===== src/design/pru_pkg.sv =====
// Package for the pixel replication upscaler: widths, codes and the structs
// passed between the configuration, control and top-level modules.
// No dependencies.
`default_nettype none

package pru_pkg;

  localparam int MAX_DIM       = 256;
  localparam int MAX_CLAMP_EXP = 4;
  localparam int DIM_W         = $clog2(MAX_DIM) + 1;
  localparam int ADDR_W        = $clog2(MAX_DIM);
  localparam int EXP_W         = 4;
  localparam int PIX_W         = 8;
  localparam int CFG_IDX_W     = 2;

  // Configuration register indexes
  localparam logic [CFG_IDX_W-1:0] CFG_SOURCE_WIDTH  = 2'd0;
  localparam logic [CFG_IDX_W-1:0] CFG_SOURCE_HEIGHT = 2'd1;
  localparam logic [CFG_IDX_W-1:0] CFG_REQ_EXPONENT  = 2'd2;

  // Request function codes
  localparam logic FUNC_PUSH = 1'b0;
  localparam logic FUNC_PULL = 1'b1;

  typedef enum logic [1:0] {
    ST_OK    = 2'd0,
    ST_BUSY  = 2'd1,
    ST_EMPTY = 2'd2
  } status_t;

  // Clamped geometry and effective scale, derived from the config registers
  typedef struct packed {
    logic [DIM_W-1:0] width;
    logic [DIM_W-1:0] height;
    logic [EXP_W-1:0] exp;
    logic [DIM_W-1:0] reps;
  } scale_t;

  // Line store access issued by the control logic
  typedef struct packed {
    logic              we;
    logic [ADDR_W-1:0] waddr;
    logic [PIX_W-1:0]  wdata;
    logic              re;
    logic [ADDR_W-1:0] raddr;
  } mem_req_t;

  // Per-request result flags
  typedef struct packed {
    status_t status;
    logic    pull_ok;
    logic    row_done;
    logic    img_done;
  } res_meta_t;

endpackage

`default_nettype wire


===== src/design/pixel_replication_upscaler_top.sv =====
// Top level of the pixel replication upscaler: request and result channels,
// config port, two-stage result pipeline. Depends on pru_pkg, pru_scale,
// pru_ctrl and pru_line_store.
//
//   channel   direction  handshake            payload
//   in_       request    in_valid / in_ready  in_func, in_pixel_in
//   out_      result     out_valid/out_ready  pixel, status, flags, exponent
//   cfg_      config     cfg_wr_en            cfg_index, cfg_data
//
// One request is taken every cycle while in_ready is high; its result passes
// through the registered line store read and then the output register.
// Counter updates happen at the accepting edge, so requests chain at full rate.
// Reset (synchronous, rst_n low) clears counters, pipeline valids and loads
// config defaults 1/1/1; the line store is not cleared and needs no sweep.
// When out_ready is low the output holds; the read stage still takes one more
// request, then in_ready drops until the output drains.
`default_nettype none

module pixel_replication_upscaler_top (
  input  wire logic                          clk,
  input  wire logic                          rst_n,
  input  wire logic                          in_valid,
  output logic                               in_ready,
  input  wire logic                          in_func,
  input  wire logic [7:0]                    in_pixel_in,
  output logic                               out_valid,
  input  wire logic                          out_ready,
  output logic [7:0]                         out_pixel_out,
  output logic [1:0]                         out_status,
  output logic                               out_row_block_done,
  output logic                               out_image_done,
  output logic [3:0]                         out_exponent_used,
  input  wire logic                          cfg_wr_en,
  input  wire logic [pru_pkg::CFG_IDX_W-1:0] cfg_index,
  input  wire logic [pru_pkg::DIM_W-1:0]     cfg_data
);

  pru_pkg::scale_t    scale;
  pru_pkg::mem_req_t  mem_req;
  pru_pkg::res_meta_t meta;
  logic [pru_pkg::PIX_W-1:0] rd_data;
  logic accept;

  // Read stage: meta travels alongside the registered line store read
  logic                      s1_valid_r;
  pru_pkg::res_meta_t        s1_meta_r;
  logic [pru_pkg::EXP_W-1:0] s1_exp_r;
  logic                      s1_adv;

  // Output register
  logic                      out_valid_r;
  logic [pru_pkg::PIX_W-1:0] out_pixel_r;
  pru_pkg::status_t          out_status_r;
  logic                      out_row_done_r;
  logic                      out_img_done_r;
  logic [pru_pkg::EXP_W-1:0] out_exp_r;

  assign s1_adv   = s1_valid_r && (!out_valid_r || out_ready);
  assign in_ready = !s1_valid_r || s1_adv;
  assign accept   = in_valid && in_ready;

  pru_scale u_scale (
    .clk       (clk),
    .rst_n     (rst_n),
    .cfg_wr_en (cfg_wr_en),
    .cfg_index (cfg_index),
    .cfg_data  (cfg_data),
    .scale     (scale)
  );

  pru_ctrl u_ctrl (
    .clk      (clk),
    .rst_n    (rst_n),
    .accept   (accept),
    .func     (in_func),
    .pixel_in (in_pixel_in),
    .scale    (scale),
    .mem_req  (mem_req),
    .meta     (meta)
  );

  pru_line_store u_store (
    .clk     (clk),
    .mem_req (mem_req),
    .rd_data (rd_data)
  );

  // Valid bits
  always_ff @(posedge clk) begin
    if (!rst_n) begin
      s1_valid_r  <= 1'b0;
      out_valid_r <= 1'b0;
    end else begin
      if (accept) s1_valid_r <= 1'b1;
      else if (s1_adv) s1_valid_r <= 1'b0;

      if (s1_adv) out_valid_r <= 1'b1;
      else if (out_ready) out_valid_r <= 1'b0;
    end
  end

  // Payload: capture at accept, advance to the output when it frees up
  always_ff @(posedge clk) begin
    if (accept) begin
      s1_meta_r <= meta;
      s1_exp_r  <= scale.exp;
    end
    if (s1_adv) begin
      out_pixel_r    <= s1_meta_r.pull_ok ? rd_data : '0;
      out_status_r   <= s1_meta_r.status;
      out_row_done_r <= s1_meta_r.row_done;
      out_img_done_r <= s1_meta_r.img_done;
      out_exp_r      <= s1_exp_r;
    end
  end

  assign out_valid          = out_valid_r;
  assign out_pixel_out      = out_pixel_r;
  assign out_status         = out_status_r;
  assign out_row_block_done = out_row_done_r;
  assign out_image_done     = out_img_done_r;
  assign out_exponent_used  = out_exp_r;

endmodule

`default_nettype wire


===== src/design/pru_scale.sv =====
// Configuration registers and effective scale derivation.
// Depends on pru_pkg.
`default_nettype none

module pru_scale (
  input  wire logic                          clk,
  input  wire logic                          rst_n,
  input  wire logic                          cfg_wr_en,
  input  wire logic [pru_pkg::CFG_IDX_W-1:0] cfg_index,
  input  wire logic [pru_pkg::DIM_W-1:0]     cfg_data,
  output pru_pkg::scale_t                    scale
);

  logic [pru_pkg::DIM_W-1:0] src_width_r;
  logic [pru_pkg::DIM_W-1:0] src_height_r;
  logic [pru_pkg::EXP_W-1:0] req_exp_r;

  function automatic logic [pru_pkg::DIM_W-1:0] clamp_dim(input logic [pru_pkg::DIM_W-1:0] d);
    logic [pru_pkg::DIM_W-1:0] r;
    if (d == '0) r = pru_pkg::DIM_W'(1);
    else if (32'(d) > pru_pkg::MAX_DIM) r = pru_pkg::DIM_W'(pru_pkg::MAX_DIM);
    else r = d;
    return r;
  endfunction

  always_ff @(posedge clk) begin
    if (!rst_n) begin
      src_width_r  <= pru_pkg::DIM_W'(1);
      src_height_r <= pru_pkg::DIM_W'(1);
      req_exp_r    <= pru_pkg::EXP_W'(1);
    end else if (cfg_wr_en) begin
      case (cfg_index)
        pru_pkg::CFG_SOURCE_WIDTH:  src_width_r  <= cfg_data;
        pru_pkg::CFG_SOURCE_HEIGHT: src_height_r <= cfg_data;
        pru_pkg::CFG_REQ_EXPONENT:  req_exp_r    <= cfg_data[pru_pkg::EXP_W-1:0];
        default: ;
      endcase
    end
  end

  logic [pru_pkg::DIM_W-1:0] w_c, h_c, big_c;
  logic [pru_pkg::EXP_W-1:0] best_c, exp_c;

  always_comb begin
    w_c   = clamp_dim(src_width_r);
    h_c   = clamp_dim(src_height_r);
    big_c = (w_c > h_c) ? w_c : h_c;
    // Largest clamp exponent whose scaled size still fits; zero always fits.
    best_c = '0;
    for (int e = 0; e <= pru_pkg::MAX_CLAMP_EXP; e++) begin
      if (32'(big_c) <= (pru_pkg::MAX_DIM >> e)) best_c = pru_pkg::EXP_W'(e);
    end
    exp_c = (32'(big_c) <= (pru_pkg::MAX_DIM >> req_exp_r)) ? req_exp_r : best_c;

    scale.width  = w_c;
    scale.height = h_c;
    scale.exp    = exp_c;
    scale.reps   = pru_pkg::DIM_W'(1) << exp_c;
  end

endmodule

`default_nettype wire


===== src/design/pru_ctrl.sv =====
// Fill and replay counters: decide each request's outcome and the line
// store access. Depends on pru_pkg.
`default_nettype none

module pru_ctrl (
  input  wire logic                      clk,
  input  wire logic                      rst_n,
  input  wire logic                      accept,
  input  wire logic                      func,
  input  wire logic [pru_pkg::PIX_W-1:0] pixel_in,
  input  pru_pkg::scale_t                scale,
  output pru_pkg::mem_req_t              mem_req,
  output pru_pkg::res_meta_t             meta
);

  logic [pru_pkg::DIM_W-1:0]  fill_col_r, fill_col_nxt;
  logic                       row_ready_r, row_ready_nxt;
  logic [pru_pkg::ADDR_W-1:0] rd_col_r, rd_col_nxt;
  logic [pru_pkg::ADDR_W-1:0] hrep_r, hrep_nxt;
  logic [pru_pkg::ADDR_W-1:0] vrep_r, vrep_nxt;
  logic [pru_pkg::ADDR_W-1:0] src_row_r, src_row_nxt;

  logic [pru_pkg::DIM_W-1:0] fill_inc, rd_inc, h_inc, v_inc, row_inc;

  always_comb begin
    fill_inc = fill_col_r + pru_pkg::DIM_W'(1);
    rd_inc   = {1'b0, rd_col_r} + pru_pkg::DIM_W'(1);
    h_inc    = {1'b0, hrep_r} + pru_pkg::DIM_W'(1);
    v_inc    = {1'b0, vrep_r} + pru_pkg::DIM_W'(1);
    row_inc  = {1'b0, src_row_r} + pru_pkg::DIM_W'(1);

    fill_col_nxt  = fill_col_r;
    row_ready_nxt = row_ready_r;
    rd_col_nxt    = rd_col_r;
    hrep_nxt      = hrep_r;
    vrep_nxt      = vrep_r;
    src_row_nxt   = src_row_r;

    mem_req.we    = 1'b0;
    mem_req.waddr = fill_col_r[pru_pkg::ADDR_W-1:0];
    mem_req.wdata = pixel_in;
    mem_req.re    = 1'b0;
    mem_req.raddr = rd_col_r;

    meta.status   = pru_pkg::ST_OK;
    meta.pull_ok  = 1'b0;
    meta.row_done = 1'b0;
    meta.img_done = 1'b0;

    if (func == pru_pkg::FUNC_PUSH) begin
      if (row_ready_r) begin
        meta.status = pru_pkg::ST_BUSY;
      end else begin
        mem_req.we   = accept && !fill_col_r[pru_pkg::DIM_W-1];
        fill_col_nxt = fill_inc;
        // Row complete: arm the replay
        if (fill_inc >= scale.width) begin
          fill_col_nxt  = '0;
          row_ready_nxt = 1'b1;
          rd_col_nxt    = '0;
          hrep_nxt      = '0;
          vrep_nxt      = '0;
        end
      end
    end else begin
      if (!row_ready_r) begin
        meta.status = pru_pkg::ST_EMPTY;
      end else begin
        mem_req.re   = accept;
        meta.pull_ok = 1'b1;
        hrep_nxt     = h_inc[pru_pkg::ADDR_W-1:0];
        if (h_inc >= scale.reps) begin
          hrep_nxt   = '0;
          rd_col_nxt = rd_inc[pru_pkg::ADDR_W-1:0];
          if (rd_inc >= scale.width) begin
            rd_col_nxt = '0;
            vrep_nxt   = v_inc[pru_pkg::ADDR_W-1:0];
            if (v_inc >= scale.reps) begin
              vrep_nxt      = '0;
              row_ready_nxt = 1'b0;
              meta.row_done = 1'b1;
              src_row_nxt   = row_inc[pru_pkg::ADDR_W-1:0];
              if (row_inc >= scale.height) begin
                src_row_nxt   = '0;
                meta.img_done = 1'b1;
              end
            end
          end
        end
      end
    end
  end

  always_ff @(posedge clk) begin
    if (!rst_n) begin
      fill_col_r  <= '0;
      row_ready_r <= 1'b0;
      rd_col_r    <= '0;
      hrep_r      <= '0;
      vrep_r      <= '0;
      src_row_r   <= '0;
    end else if (accept) begin
      fill_col_r  <= fill_col_nxt;
      row_ready_r <= row_ready_nxt;
      rd_col_r    <= rd_col_nxt;
      hrep_r      <= hrep_nxt;
      vrep_r      <= vrep_nxt;
      src_row_r   <= src_row_nxt;
    end
  end

endmodule

`default_nettype wire


===== src/design/pru_line_store.sv =====
// One-row line store: single write port, single registered read port.
// Depends on pru_pkg.
`default_nettype none

module pru_line_store (
  input  wire logic                      clk,
  input  pru_pkg::mem_req_t              mem_req,
  output logic [pru_pkg::PIX_W-1:0]      rd_data
);

  logic [pru_pkg::PIX_W-1:0] mem_r [pru_pkg::MAX_DIM];
  logic [pru_pkg::PIX_W-1:0] rd_data_r;

  always_ff @(posedge clk) begin
    if (mem_req.we) mem_r[mem_req.waddr] <= mem_req.wdata;
  end

  // Hold read data until the next read so a stalled pipeline keeps it
  always_ff @(posedge clk) begin
    if (mem_req.re) rd_data_r <= mem_r[mem_req.raddr];
  end

  assign rd_data = rd_data_r;

endmodule

`default_nettype wire


===== config.mk =====
export PLATFORM = sky130hd
export DESIGN_NAME = pixel_replication_upscaler_top
export DESIGN_NICKNAME = d
export VERILOG_FILES = /design/src/design/pru_pkg.sv /design/src/design/pixel_replication_upscaler_top.sv /design/src/design/pru_scale.sv /design/src/design/pru_ctrl.sv /design/src/design/pru_line_store.sv
export SDC_FILE = /design/constraint.sdc
export NUM_CORES = 2
export LEC_CHECK = 0
export BUFFER_PORTS_ARGS = -buffer_cell sky130_fd_sc_hd__buf_2
export CORE_ASPECT_RATIO = 1.5
export CORE_MARGIN = 10
export CORE_UTILIZATION = 40
export DETAILED_ROUTE_END_ITERATION = 8
export PLACE_DENSITY = 0.54
export SYNTH_ARGS = -nofsm -noshare
export SYNTH_HDL_FRONTEND = slang
export SYNTH_SLANG_ARGS = --single-unit

===== constraint.sdc =====
create_clock -name clk -period 8 [get_ports clk]
set_input_delay 0 -clock clk [delete_from_list [all_inputs] [get_ports clk]]
set_output_delay 0 -clock clk [all_outputs]
set_load 0.02 [all_outputs]

# == After elaboration in Yosys (flattened, before gate mapping) ==
# Memory sizes are Yosys's and may differ from the RTL's. A register that Yosys moved wholly into a read port is not among the register bits.
# Index checks and enable logic that the tools add are counted.
# totals
regBits,91
latchBits,0
ram_bits,2048
romBits,0
in_bits,25
output_inout_bits,18
word_cells,125
n_memories,1
# op_classes
n_addsub,5
n_mul,0
div,0
order_cmp,13
n_eq_ne,6
shifts,2
muxes,51
n_bitwise,2
reduce_logical,24
# mem_list
memory,depth,word_bits,rd,rd_ports_with_merged_regs,write_ports,line_no,source
u_store.mem_r,256,8,1,1,1,pru_line_store.sv:11,logic [pru_pkg::PIX_W-1:0] mem_r [pru_pkg::MAX_DIM];
# op_table
operator,count
$mux W8,15
$mux W9,6
$ge A9 B9 Y1,5
$add A8 B1 Y9 const B,4
$le A9 B32 Y1,1
$shr A9 B4 Y32 const A,1
$mux W1,20
$gt A9 B9 Y1 const B,2
$logic_not A9 Y1,2
$mux W2,7
$reduce_and A6 Y1,2
$reduce_and A5 Y1,2
$add A9 B1 Y9 const B,1
$gt A9 B9 Y1,1
$le A9 B5 Y1 const B,1
$le A9 B6 Y1 const B,1
$le A9 B7 Y1 const B,1
$le A9 B8 Y1 const B,1
$shl A1 B4 Y9 const A,1
$reduce_and A4 Y1,2
$mux W3,2
$ne A2 B2 Y1 const B,3
$reduce_and A2 Y1,3
$reduce_bool A2 Y1,3
10 further kinds,16

# == Logic depth before layout (Yosys ltp) ==
# logic_depth
depth_word,18
ltp_mapped,29
ltp_nobuf,26

# == Modules after synthesis ==
# From an unflattened synthesis, not the netlist that was laid out.
# hier_totals
hier_cells,4467
area_unflattened_um2,86038.8
# by_module_without_submodules
mod,instances,cells_per_inst,area_per_inst_um2,seq_area_each_um2
pru_line_store,1,3733,79636.4,61739.2
pru_ctrl,1,449,3631.0,840.8
pru_scale,1,243,1876.8,440.4
pixel_replication_upscaler_top,1,42,894.6,790.8

# == Worst setup path after synthesis ==
# No wires, ideal clock.
# synth_timing
kind,flip-flop to flip-flop
startpoint,register u_scale.src_width_r[1] (netlist name)
endpoint,register u_ctrl.vrep_r[0] (netlist name)
setup_time_ps,70
arrival_time_ps,5853
required_ps,7930
path_slack_ps,2076
stages_incl_launch_ff,26
path_buffers,1
path_cell_list,dfxtp_1 > nor4_1 > a21oi_1 > nor2_1 > inv_1 > ha_1 > inv_1 > or3_1 > nor2b_1 > buf_2 > mux2i_1 > ha_1 > nand4_1 > o32a_1 > o21ai_1 > or4b_4 > o31ai_4 > nor2_1 > ha_1 > nand2b_1 > a211oi_1 > o211ai_1 > a31oi_1 > nand2_1 > or4_1 > a21oi_1
# synth_rtl
item,line_no,source
start: declaration,pru_scale.sv:14,logic [pru_pkg::DIM_W-1:0] src_width_r;
start signal: assignment,pru_scale.sv:28,src_width_r <= pru_pkg::DIM_W'(1);
start signal: assignment,pru_scale.sv:33,pru_pkg::CFG_SOURCE_WIDTH: src_width_r <= cfg_data;
end signal: assignment,pru_ctrl.sv:107,vrep_r <= vrep_nxt;
end: declaration,pru_ctrl.sv:20,"logic [pru_pkg::ADDR_W-1:0] vrep_r, vrep_nxt;"

==> flow_metrics.py <==
metrics = {
    "run_status": {
        "run_status": "completed",
    },
    "synthesis": {
        "synth-edff-count": 2081,
        "ys_top_cells_by_count": "2,081 x edfxtp_1, 512 x mux4_2, 318 x nor2_1",
        "synth_area_leaders": "edfxtp_1 74%, mux4_2 14%, dfxtp_1 1.6%",
        "synth_seq_cells": 2147,
        "yosysMostFrequentCell": "edfxtp_1",
        "synth_cells": 4247,
        "syn_nets": 4346,
        "synth_flop_cell": "edfxtp_1",
        "syn_area_um2": 84990,
        "yosysUniqueCellTypes": 67,
        "synth_top_area_cell": "edfxtp_1",
        "yosys_warnings": 0,
        "async_flop_share_pct": 0,
        "synth_top_area_share_pct": 73.53,
        "ys_seq_area_share_pct": 75.08,
        "syn_area_per_cell_um2": 20.01,
    },
    "sta": {
        "tightest_slew_ps": 1178,
        "finalSetupTns_ps": 0,
        "setup_viol": 0,
        "layout_setup_ws_ps": 955.7,
        "finClkSkew_ps": 50.66,
        "period_share_pct": 88.05,
        "hold_viol": 0,
        "slew_violations": 0,
        "relSlewSlack_pct": 20.25,
        "whs_ps": 69.50,
        "fmax_mhz": 142.0,
        "min_period_ps": 7044,
        "rsz0062_at_grt": "no",
    },
    "setup_path": {
        "endpoint_kind": "register",
        "critPathRequiredTime_ps": 8770,
        "reg2reg_depth": 24,
        "critical_path_arrival_ps": 7810,
        "worstSetupPathType": "reg2reg",
        "cp_max_fo": 12,
        "r2r-start": "u_scale.src_width_r[1]",
        "crit_path_start": "u_scale.src_width_r[1]",
        "start_kind": "register",
    },
    "run": {
        "max_cap_violations": 0,
    },
    "cts": {
        "ctsLongestPathBuffers": 4,
        "cts-buffers-inserted": 201,
        "clock_latency_ps": 850,
        "htree_levels": 4,
        "cts_tree": "built",
        "clock-root-buffer": "clkbuf_16",
        "post_cts_buffers": 0,
        "clkTransAtPathRegs_ps": 60,
        "cts_sinks": 2147,
    },
    "power": {
        "combPwrFrac_pct": 3.7,
        "p_sw_mw": 4.668,
        "seqPwrFrac_pct": 54.9,
        "p_sw_share_pct": 20.71,
        "p_leak_nw": 28.71,
        "peakVddDrop_mv": 0.1739,
        "p_per_area_nw_per_um2": 237.2,
        "p_int_mw": 17.87,
        "clock_power_share_pct": 41.4,
    },
    "route": {
        "drtIter0Drc": 3895,
        "viasPerCell": 5.713,
        "finalWirelength_um": 223800,
        "first_pass_iters": 5,
        "ant_nets": 0,
        "vias": 41930,
        "routedWlPerCell_um": 30.49,
        "drc": 0,
    },
    "global_route": {
        "antenna_found_initial": 3,
        "gr-total-overflow": 0,
        "grt.total_usage_pct": 19.03,
        "grt_max_degree": 164,
        "grt_pass1_vias": 43640,
        "grt_pass1_wl_um": 322500,
    },
    "placed_design": {
        "place_ws_ps": 683.8,
        "dpl.hpwl_um": 137300,
        "place.gp.congestion": 0.8580,
        "io_buffers": 42,
        "placed_cells": 6938,
    },
    "final_layout": {
        "drive_above_1_share_pct": 21.25,
        "stdcell_count": 7338,
        "fillers": 17920,
        "layout.nets": 4456,
        "areaGrowthSynthToFinish_pct": 11.80,
    },
    "floorplan": {
        "dieArea_um2": 231700,
        "rows": 207,
        "ios": 43,
        "die_w_um": 396.4,
        "start_util_pct": 40.17,
        "fp.coreArea_um2": 211600,
        "die_y_um": 584.5,
    },
    "worst_hold_path": {
        "hold_class": "in2reg",
        "hp-start": "cfg_data[3]",
        "min_path_cells": 4,
    },
}
[power groups by stage]
stage	registers, mW	clock network [mW]	logic [mW]
finish	12.4	9.33	0.836
global route	12.4	9.92	0.906
CTS	12.4	9.51	0.853
detailed placement	12.6	0	0.836
global placement	12.6	0	0.824
floorplan	12.6	0	0.461
[layout by cell type (no fill, tap or decap), types with 9 or more instances in the layout]
cell type / n
nand2_1: 109
inv_1: 27
clkbuf_1: 54
a21oi_1: 90
a22oi_1: 129
xor2_1: 12
o21ai_0: 30
mux2i_1: 41
buf_2: 34
nor2b_1: 21
a31oi_1: 10
nand4_1: 10
nor2_1: 315
bufinv_16: 16
a21boi_0: 9
o22ai_1: 49
and2_1: 16
and3_1: 17
buf_12: 13
clkinv_2: 36
dlygate4sd3_1: 37
nor3_1: 19
clkbuf_16: 205
nand2_2: 16
or3_1: 12
xnor2_1: 19
nand3_1: 35
edfxtp_1: 2081
nand2b_1: 26
buf_4: 67
dfxtp_1: 63
ha_1: 74
a22o_1: 50
nor4_1: 22
a221oi_1: 44
clkinv_1: 34
mux4_2: 512
[state kept, by name, indices dropped and copies added (netlist names)]
signal and flops:
u_store.mem_r 2048, u_ctrl.fill_col_r 9, u_scale.src_height_r 9, u_scale.src_width_r 9, out_pixel_out 8, u_ctrl.hrep_r 8, u_ctrl.rd_col_r 8, u_ctrl.src_row_r 8
u_ctrl.vrep_r 8, u_store.rd_data 8, s1_meta_r 5, out_exponent_used 4, s1_exp_r 4, u_scale.req_exp_r 4, out_status 2, out_image_done 1
out_row_block_done 1, out_valid 1, s1_valid_r 1, u_ctrl.row_ready_r 1
[per-stage QoR]
step	total power, mW	util [%]	cell area (um^2)
floorplan	13.06	-	84990
global placement	13.43	41.77	88390
detailed placement	13.45	41.77	88390
CTS	22.73	44.90	95000
global route	23.19	44.90	95010
finish	22.53	44.90	95020
[worst max-delay path: stages, from the launching register on]
cell	delay [ps]
dfxtp_1	330
nor4_1	550
a21oi_1	130
nor2_1	310
inv_1	80
ha_1	190
nor3_2	200
a211oi_2	110
nor2b_2	510
mux2i_1	460
ha_1	350
nand2_1	90
nor2_1	40
a2111o_1	390
o21ai_1	490
or4b_4	280
o31ai_4	100
a211o_1	330
ha_1	210
nor4_1	360
o211ai_1	150
a31oi_1	370
nand2_1	230
nor3_1	510
a32o_1	210
[repair_timing]
action / in CTS / in global routing
hold buffers: 37 / 0
setup endpoints to repair: 0 / 5
endpoints found under the hold margin: 999 / 0
gates resized for setup: 0 / 1
[final timing paths]
| path | endpoint | slack, ps |
|---|---|---|
| min | u_scale.src_height_r[3] | 70 |
| max reg2reg | u_ctrl.vrep_r[3] | 960 |
| min reg2reg | out_exponent_used[1] | 420 |
| max | u_ctrl.vrep_r[3] | 960 |
[kinds of logic after synthesis]
kind of cell | share of synthesized area, %
XOR/XNOR | 0.3195
AO/OA/AOI/OAI | 4.121
buffers and inverters | 1.653
AND/OR/NAND/NOR | 3.633
multiplexers | 14.10
flip-flops | 75.08
adder cells (fa/ha/maj) | 1.089
[cell type report]
class                   count  area [um^2]  share of cell area [%]
inverters                  28        105.1                  0.1106
diodes                      5        12.51                 0.01317
clock buffers             261         5360                   5.641
well taps                2821         3530                   3.715
clock inverters            97        878.3                  0.9244
repair buffers            159         1424                   1.499
multi-input cells        1820        19890                   20.93
flip-flops and latches   2147        63820                   67.17
[layer usage]
metal	part of all wire, %	track usage, %	vias up
met5	0	0	-
met4	3.7	6.856	0
met3	4.8	2.258	367
met2	53	34.09	1290
met1	39	23.63	22450
li1	-	-	17820
Power figures use the tool's default switching activity.
